==> src/hw/rtl/ssp_pkg.sv <==
// Shared types, character codes and decode helpers for the size suffix string parser.
`timescale 1ns / 1ps

package ssp_pkg;

  // Width of the decoded size
  localparam int unsigned SizeW = 64;

  // Character codes
  localparam logic [7:0] ChZero   = 8'h30;
  localparam logic [7:0] ChNine   = 8'h39;
  localparam logic [7:0] ChSpace  = 8'h20;
  localparam logic [7:0] ChTab    = 8'h09;
  localparam logic [7:0] ChCr     = 8'h0D;
  localparam logic [7:0] ChKilo   = 8'h4B;  // K
  localparam logic [7:0] ChMega   = 8'h4D;  // M
  localparam logic [7:0] ChGiga   = 8'h47;  // G
  localparam logic [7:0] ChTera   = 8'h54;  // T
  localparam logic [7:0] ChPeta   = 8'h50;  // P
  localparam logic [7:0] ChExa    = 8'h45;  // E
  localparam logic [7:0] ChBitLo  = 8'h62;  // b
  localparam logic [7:0] ChByteUp = 8'h42;  // B

  // Shift applied by a B suffix (eight bits per byte)
  localparam logic [5:0] ByteShift = 6'd3;

  // Parse phase
  typedef enum logic [2:0] {
    PH_LEAD  = 3'd0,
    PH_DIGIT = 3'd1,
    PH_MULT  = 3'd2,
    PH_BIT   = 3'd3,
    PH_TRAIL = 3'd4,
    PH_FAIL  = 3'd5
  } phase_e;

  // Input beat
  typedef struct packed {
    logic [7:0] character;
    logic       last;
  } ssp_in_t;

  // Result beat
  typedef struct packed {
    logic             ok;
    logic [SizeW-1:0] size_bits;
  } ssp_out_t;

  // Result handed from the step logic to the output register
  typedef struct packed {
    logic     valid;
    ssp_out_t data;
  } ssp_res_t;

  function automatic logic is_ws(input logic [7:0] c);
    return (c == ChSpace) || (c inside {[ChTab:ChCr]});
  endfunction

  function automatic logic is_digit(input logic [7:0] c);
    return c inside {[ChZero:ChNine]};
  endfunction

  // Power-of-1024 letter to shift amount, zero when not such a letter
  function automatic logic [5:0] pow_shift(input logic [7:0] c);
    logic [5:0] sh;
    case (c)
      ChKilo:  sh = 6'd10;
      ChMega:  sh = 6'd20;
      ChGiga:  sh = 6'd30;
      ChTera:  sh = 6'd40;
      ChPeta:  sh = 6'd50;
      ChExa:   sh = 6'd60;
      default: sh = 6'd0;
    endcase
    return sh;
  endfunction

endpackage

==> src/hw/rtl/ssp_in_reg.sv <==
// Input register: captures one character beat and holds it until the step logic takes it.
`timescale 1ns / 1ps

module ssp_in_reg (
  input  logic            clk_i,
  input  logic            rst_ni,
  input  logic            in_valid_i,
  output logic            in_stall_o,
  input  ssp_pkg::ssp_in_t in_data_i,
  input  logic            take_i,
  output logic            valid_o,
  output ssp_pkg::ssp_in_t data_o
);

  logic             valid_q;
  ssp_pkg::ssp_in_t data_q;
  logic             load;

  // Stall only while a held beat is not taken this cycle
  assign in_stall_o = valid_q && !take_i;
  assign load       = in_valid_i && !in_stall_o;

  // Track occupancy
  always_ff @(posedge clk_i or negedge rst_ni) begin
    if (!rst_ni) begin
      valid_q <= 1'b0;
    end else if (load) begin
      valid_q <= 1'b1;
    end else if (take_i) begin
      valid_q <= 1'b0;
    end
  end

  // Capture payload
  always_ff @(posedge clk_i) begin
    if (load) begin
      data_q <= in_data_i;
    end
  end

  assign valid_o = valid_q;
  assign data_o  = data_q;

endmodule

==> src/hw/rtl/ssp_step.sv <==
// Step logic: phase and accumulator update for one character, result on the last beat.
`timescale 1ns / 1ps

module ssp_step (
  input  logic              clk_i,
  input  logic              rst_ni,
  input  logic              valid_i,
  input  ssp_pkg::ssp_in_t  data_i,
  input  logic              out_free_i,
  output logic              take_o,
  output ssp_pkg::ssp_res_t res_o
);

  ssp_pkg::phase_e              phase_q, phase_d;
  logic [ssp_pkg::SizeW-1:0]    acc_q, acc_d;
  logic [ssp_pkg::SizeW-1:0]    digit;
  logic [5:0]                   sh;
  logic [7:0]                   c;
  logic                         ok;

  assign c     = data_i.character;
  assign digit = {{(ssp_pkg::SizeW-4){1'b0}}, c[3:0]};
  assign sh    = ssp_pkg::pow_shift(c);

  // A beat that ends a string needs room in the output register
  assign take_o = valid_i && (!data_i.last || out_free_i);

  // Next phase and accumulator
  always_comb begin
    phase_d = phase_q;
    acc_d   = acc_q;
    case (phase_q)
      ssp_pkg::PH_LEAD: begin
        if (ssp_pkg::is_ws(c)) begin
          phase_d = ssp_pkg::PH_LEAD;
        end else if (ssp_pkg::is_digit(c)) begin
          acc_d   = digit;
          phase_d = ssp_pkg::PH_DIGIT;
        end else begin
          phase_d = ssp_pkg::PH_FAIL;
        end
      end
      ssp_pkg::PH_DIGIT, ssp_pkg::PH_MULT: begin
        if ((phase_q == ssp_pkg::PH_DIGIT) && ssp_pkg::is_digit(c)) begin
          // value*10 + digit, wrapping
          acc_d = (acc_q << 3) + (acc_q << 1) + digit;
        end else if ((phase_q == ssp_pkg::PH_DIGIT) && (sh != 6'd0)) begin
          acc_d   = acc_q << sh;
          phase_d = ssp_pkg::PH_MULT;
        end else if (c == ssp_pkg::ChBitLo) begin
          phase_d = ssp_pkg::PH_BIT;
        end else if (c == ssp_pkg::ChByteUp) begin
          acc_d   = acc_q << ssp_pkg::ByteShift;
          phase_d = ssp_pkg::PH_BIT;
        end else if (ssp_pkg::is_ws(c)) begin
          phase_d = ssp_pkg::PH_TRAIL;
        end else begin
          phase_d = ssp_pkg::PH_FAIL;
        end
      end
      ssp_pkg::PH_BIT, ssp_pkg::PH_TRAIL: begin
        phase_d = ssp_pkg::is_ws(c) ? ssp_pkg::PH_TRAIL : ssp_pkg::PH_FAIL;
      end
      default: begin
        phase_d = ssp_pkg::PH_FAIL;
      end
    endcase
  end

  // Valid once a digit was seen and nothing failed
  assign ok = phase_d inside {ssp_pkg::PH_DIGIT, ssp_pkg::PH_MULT,
                              ssp_pkg::PH_BIT, ssp_pkg::PH_TRAIL};

  assign res_o.valid          = take_o && data_i.last;
  assign res_o.data.ok        = ok;
  assign res_o.data.size_bits = ok ? acc_d : '0;

  // Advance state; rearm after the last character
  always_ff @(posedge clk_i or negedge rst_ni) begin
    if (!rst_ni) begin
      phase_q <= ssp_pkg::PH_LEAD;
      acc_q   <= '0;
    end else if (take_o) begin
      if (data_i.last) begin
        phase_q <= ssp_pkg::PH_LEAD;
        acc_q   <= '0;
      end else begin
        phase_q <= phase_d;
        acc_q   <= acc_d;
      end
    end
  end

endmodule

==> src/hw/rtl/ssp_out_reg.sv <==
// Output register: holds one result beat until the receiver takes it.
`timescale 1ns / 1ps

module ssp_out_reg (
  input  logic              clk_i,
  input  logic              rst_ni,
  input  ssp_pkg::ssp_res_t res_i,
  output logic              out_free_o,
  output logic              out_valid_o,
  input  logic              out_stall_i,
  output ssp_pkg::ssp_out_t out_data_o
);

  logic              valid_q;
  ssp_pkg::ssp_out_t data_q;

  // Room when empty or drained this cycle
  assign out_free_o = !valid_q || !out_stall_i;

  always_ff @(posedge clk_i or negedge rst_ni) begin
    if (!rst_ni) begin
      valid_q <= 1'b0;
    end else if (res_i.valid) begin
      valid_q <= 1'b1;
    end else if (!out_stall_i) begin
      valid_q <= 1'b0;
    end
  end

  // Load a new result beat
  always_ff @(posedge clk_i) begin
    if (res_i.valid) begin
      data_q <= res_i.data;
    end
  end

  assign out_valid_o = valid_q;
  assign out_data_o  = data_q;

endmodule

==> src/hw/rtl/size_suffix_string_parser.sv <==
// Top level of the size suffix string parser.
//
//   channel | direction | handshake             | beat
//   --------+-----------+-----------------------+-------------------------------
//   in      | input     | in_valid_i/in_stall_o | character, last
//   out     | output    | out_valid_o/out_stall_i | ok, size_bits (one per string)
//
// One character is taken every cycle unless the input stalls. A beat waits in the
// input register while its step (digit accumulate, suffix shift) is computed; as
// it is taken the step updates its state, or a last beat loads the output register.
// Reset returns the parser to the leading whitespace phase with a zero accumulator.
// An output stall holds the result; the input stalls only when a last character
// meets an output register still full.
`timescale 1ns / 1ps

module size_suffix_string_parser (
  input  logic              clk_i,
  input  logic              rst_ni,
  input  logic              in_valid_i,
  output logic              in_stall_o,
  input  ssp_pkg::ssp_in_t  in_data_i,
  output logic              out_valid_o,
  input  logic              out_stall_i,
  output ssp_pkg::ssp_out_t out_data_o
);

  logic              beat_valid;
  ssp_pkg::ssp_in_t  beat_data;
  logic              take;
  logic              out_free;
  ssp_pkg::ssp_res_t res;

  ssp_in_reg u_in_reg (
    .clk_i      (clk_i),
    .rst_ni     (rst_ni),
    .in_valid_i (in_valid_i),
    .in_stall_o (in_stall_o),
    .in_data_i  (in_data_i),
    .take_i     (take),
    .valid_o    (beat_valid),
    .data_o     (beat_data)
  );

  ssp_step u_step (
    .clk_i      (clk_i),
    .rst_ni     (rst_ni),
    .valid_i    (beat_valid),
    .data_i     (beat_data),
    .out_free_i (out_free),
    .take_o     (take),
    .res_o      (res)
  );

  ssp_out_reg u_out_reg (
    .clk_i       (clk_i),
    .rst_ni      (rst_ni),
    .res_i       (res),
    .out_free_o  (out_free),
    .out_valid_o (out_valid_o),
    .out_stall_i (out_stall_i),
    .out_data_o  (out_data_o)
  );

endmodule

==> config.mk <==
export PLATFORM = sky130hd
export DESIGN_NAME = size_suffix_string_parser
export DESIGN_NICKNAME = d
export VERILOG_FILES = /design/src/hw/rtl/ssp_pkg.sv /design/src/hw/rtl/ssp_in_reg.sv /design/src/hw/rtl/ssp_step.sv /design/src/hw/rtl/ssp_out_reg.sv /design/src/hw/rtl/size_suffix_string_parser.sv
export SDC_FILE = /design/constraint.sdc
export NUM_CORES = 1
export LEC_CHECK = 0
export BUFFER_PORTS_ARGS = -buffer_cell sky130_fd_sc_hd__buf_4
export CAP_MARGIN = 25
export CORE_UTILIZATION = 55
export CTS_CLUSTER_DIAMETER = 80
export DETAILED_ROUTE_END_ITERATION = 8
export HOLD_SLACK_MARGIN = 0.08
export PLACE_DENSITY = 0.73
export SYNTH_ARGS = -nofsm -noshare
export SYNTH_HDL_FRONTEND = slang
export SYNTH_SLANG_ARGS = --single-unit
==> constraint.sdc <==
create_clock -name clk_i -period 4.3 [get_ports clk_i]
set_input_delay 0.43 -clock clk_i [delete_from_list [all_inputs] [get_ports clk_i]]
set_output_delay 0.43 -clock clk_i [all_outputs]
set_load 0.01 [all_outputs]
==> reports/qor.csv <==
stage,metric,value,unit
synth,Mapped Cells,1992,
drt,antenna-violating nets left,0,
worst_setup_path,Worst Path Arrival,4410,ps
timing,Tmin final,4198,ps
synth,yosys warns,0,
global_routing,largest net degree at the start of global routing,86,
placement,GP Congestion,1.097,
synth,post-synthesis adder-cell area fraction,9.976,%
worst_setup_path,crit end category,register,
drt,# DRC,0,
synth,"Async S/R FF share, synth",48.25,%
timing,Rel. slew slack,28.64,%
synth,"Seq/Total Area, Yosys",25.15,%
drt,Total Wirelength,70.33,mm
drt,initial drt markers,2480,
synth,Synth Area in XOR/XNOR,3.012,%
cts,TritonCTS clock tree,yes,
synth,largest family of logic cells by synthesized area,compound AO/OA/AOI/OAI gates,
worst_setup_path,CP max FO,5,
cts,CTS Root Cell,clkbuf_16,
timing,TNS Setup,0,ps
cts,clock slew at reported path FFs,60,ps
power,Clock Power Share,41.7,%
placement,Detailed Place HPWL,51.24,mm
timing,Max Clock Freq,238.2,MHz
drt,vias per cell,7.267,
finish,fin cells,2454,
synth,synthesized area per cell,7.883,um^2
synth,Compound-Gate Fraction of Synth Area,29.29,%
min_path,worst hold start,in_data_i[2],
die,Die W,171.0,um
cts,Clock Latency Late Sink,480,ps
worst_setup_path,r2r startpoint,u_in_reg.data_o[4]$_DFFE_PP_,
die,core outline area,27930,um^2
timing,final setup fails,0,
global_routing,vias in the first global route,16760,
job,max-capacitance violation count,0,
worst_setup_path,worst reg2reg endpoint,u_out_reg.out_data_o[63]$_SDFFCE_PN0P_,
global_routing,GR Overflow Total,0,
power,Flop pwr share,41.5,%
cts,clock tree buffer depth,2,
synth,post-synthesis mux area share,7.705,%
worst_setup_path,Critical Path Start,u_in_reg.data_o[4]$_DFFE_PP_,
status,outcome,completed,
global_routing,GRT Util Overall,48.41,%
timing,Worst Max-Slew Pin Slew,1068,ps
power,P_leak,7.350,nW
placement,Buffers on Ports,79,
placement,cell count after placement,2420,
power,Comb pwr share,16.8,%
drt,routed len/inst,28.66,um
worst_setup_path,critical path launch point type,register,
die,DIE AREA,29230,um^2
synth,Yosys cell types,98,
global_routing,antenna violations before repair,1,
finish,Final nets,2200,
die,initial core utilization,56.21,%
synth,Syn Nets,2129,
finish,layout cells sized above 1,15.66,%
finish,antenna diode count,0,
timing,"Slew Viols, Final",0,
die,chip height,171.0,um
die,I/O pin total,80,
drt,vias,17833,
cts,H-tree Lvls,4,
finish,area grow syn2layout,13.90,%
cts,Num CTS Buffers,17,
power,Max IR drop VDD,0.0002792,V
power,total power draw,0.003649,W
finish,layout filler cell count,2486,
die,Rows,61,
synth,Post-Syn Area,15700,um^2
drt,Pre-antenna DRT Iters,7,
worst_setup_path,CP Data Required Time,4510,ps
finish,design area,17880,um^2
worst_setup_path,reg2reg path depth,14,
worst_setup_path,register-to-register setup slack,100,ps
power,Net Sw Power,0.001119,W
synth,Post-Synth Simple-Gate Area,19.51,%
timing,fin crit share,97.63,%
min_path,Hold WC Path Type,input pin to register,
timing,Fin Clk Skew,11.75,ps
power,Power Dens Cells,204.0,nW/um^2
finish,highest-count cells in the layout ignoring fill and taps,"nand2_1 (276), buf_4 (214), a21oi_1 (173)",
finish,"most common cell after layout, fill and taps aside",nand2_1,
synth,synthesized flop and latch total,143,
synth,"EDFF count, synth",74,
synth,Synth Flop Type,edfxtp_1,
cts,post-CTS setup buffers,0,
power,Sw Share,30.67,%
timing,Fin Hold WS,125.2,ps
timing,final hold vios,0,
worst_setup_path,crit path to,u_out_reg.out_data_o[63]$_SDFFCE_PN0P_,
worst_setup_path,WS Path Type,register to register,
global_routing,first-pass GRT wire length,104.3,mm
timing,RSZ-0062 raised after global routing,no,
placement,placed cell areas,17230,um^2
power,Pint,0.002529,W
cts,number of clock sinks,143,
## cell usage after synthesis (9+ instances only)
library cell | instances | area, um^2
o221ai_1 | 13 | 113.9
buf_2 | 24 | 120.1
o21bai_1 | 11 | 82.58
clkbuf_1 | 119 | 446.7
xnor2_1 | 28 | 245.2
a211oi_1 | 28 | 210.2
a31oi_1 | 34 | 212.7
and3_1 | 20 | 125.1
mux2_2 | 27 | 304.0
xor2_1 | 26 | 227.7
inv_1 | 30 | 112.6
nand3_1 | 75 | 375.4
buf_4 | 11 | 82.58
nor3_1 | 35 | 175.2
or3_1 | 11 | 68.82
and2_1 | 18 | 112.6
ha_1 | 122 | 1526
o21a_1 | 11 | 82.58
nor2b_1 | 9 | 56.30
buf_1 | 14 | 52.55
a21o_1 | 34 | 255.2
a221oi_1 | 11 | 96.34
dfrtp_1 | 69 | 1727
edfxtp_1 | 74 | 2222
a21oi_1 | 173 | 865.8
nand4_1 | 32 | 200.2
a22oi_1 | 24 | 180.2
nand2b_1 | 9 | 56.30
o31ai_1 | 17 | 127.6
o22ai_1 | 17 | 106.4
nor4_1 | 9 | 56.30
mux2i_1 | 89 | 890.9
nand2_1 | 276 | 1036
a32oi_1 | 9 | 78.83
o211ai_1 | 30 | 225.2
nor2_1 | 113 | 424.2
a22o_1 | 31 | 271.5
o21ai_0 | 173 | 865.8
## worst min-delay path by stage
stage,end,slack [ps],cells after the start
4_1_cts,u_in_reg.data_o[2]$_DFFE_PP_,120,1
5_1_grt,u_in_reg.data_o[7]$_DFFE_PP_,130,1
2_1_floorplan,u_in_reg.valid_o$_DFFE_PN0P_,130,0
3_5_place_dp,u_out_reg.out_valid_o$_DFFE_PN0P_,530,1
6_report,u_in_reg.data_o[2]$_DFFE_PP_,130,1
3_3_place_gp,u_step.acc_q[63]$_DFFE_PN0P_,490,2
## stage by stage
stage                     utilization (%)  setup WS [ps]
final                               64.02          102.1
after detailed placement            61.69          4.294
after global placement              61.69          173.3
after floorplan                         -          340.2
after global routing                64.02          2.179
after CTS                           63.80          75.49
## layout make-up
class                   count  area [um^2]  area share (%)
clock buffers              22        464.2           2.595
clock inverters            10        113.9          0.6366
inverters                  30        112.6          0.6296
multi-input cells        1648        10990           61.42
flip-flops and latches    143         3951           22.09
well taps                 378        473.0           2.644
repair buffers            223         1784           9.976
## registers in the layout (all words and copies together) (netlist names)
register               flops
u_out_reg.out_data_o      65
u_step.acc_q              64
u_in_reg.data_o            9
u_step.phase_q             3
u_in_reg.valid_o           1
u_out_reg.out_valid_o      1
## layer usage
metal | track usage [%] | vias up | part of all wire, %
met4 | 34.24 | 4 | 7.6
li1 | - | 7677 | -
met5 | 0 | - | 0.037
met1 | 60.98 | 8431 | 38
met3 | 14.23 | 355 | 12
met2 | 70.52 | 1366 | 42
## power by group through the flow
stage	sequential (W)	clock, W	combinational (W)
floorplan	0.00155	0	0.000273
global placement	0.00154	0	0.000567
detailed placement	0.00154	0	0.000575
CTS	0.00151	0.00152	0.000576
global route	0.00152	0.00157	0.000628
finish	0.00152	0.00152	0.000613
## cells by family after synthesis
family | after synthesis
AO/OA/AOI/OAI | 703
XOR/XNOR | 54
adder cells (fa/ha/maj) | 124
buffers and inverters | 201
flip-flops | 143
multiplexers | 117
AND/OR/NAND/NOR | 650
## worst max-delay path, cell delays in order, from the launching register on
cell and delay [ps]:
edfxtp_1 370, inv_1 80, fa_1 540, inv_1 80
ha_1 310, a211oi_1 280, o21ai_0 270, a21oi_1 360
o2111ai_1 200, buf_4 210, a32o_1 330, nor3_1 440
o21ai_0 130, a21oi_1 240, a21oi_1 100
## what timing repair did
action / 4_1_cts / 5_1_grt
endpoints found under the setup margin: 2 / 21
hold buffers: 0 / 1
gates resized for setup: 2 / 7
endpoints found under the hold margin: 0 / 20
Power figures use the tool's default switching activity.
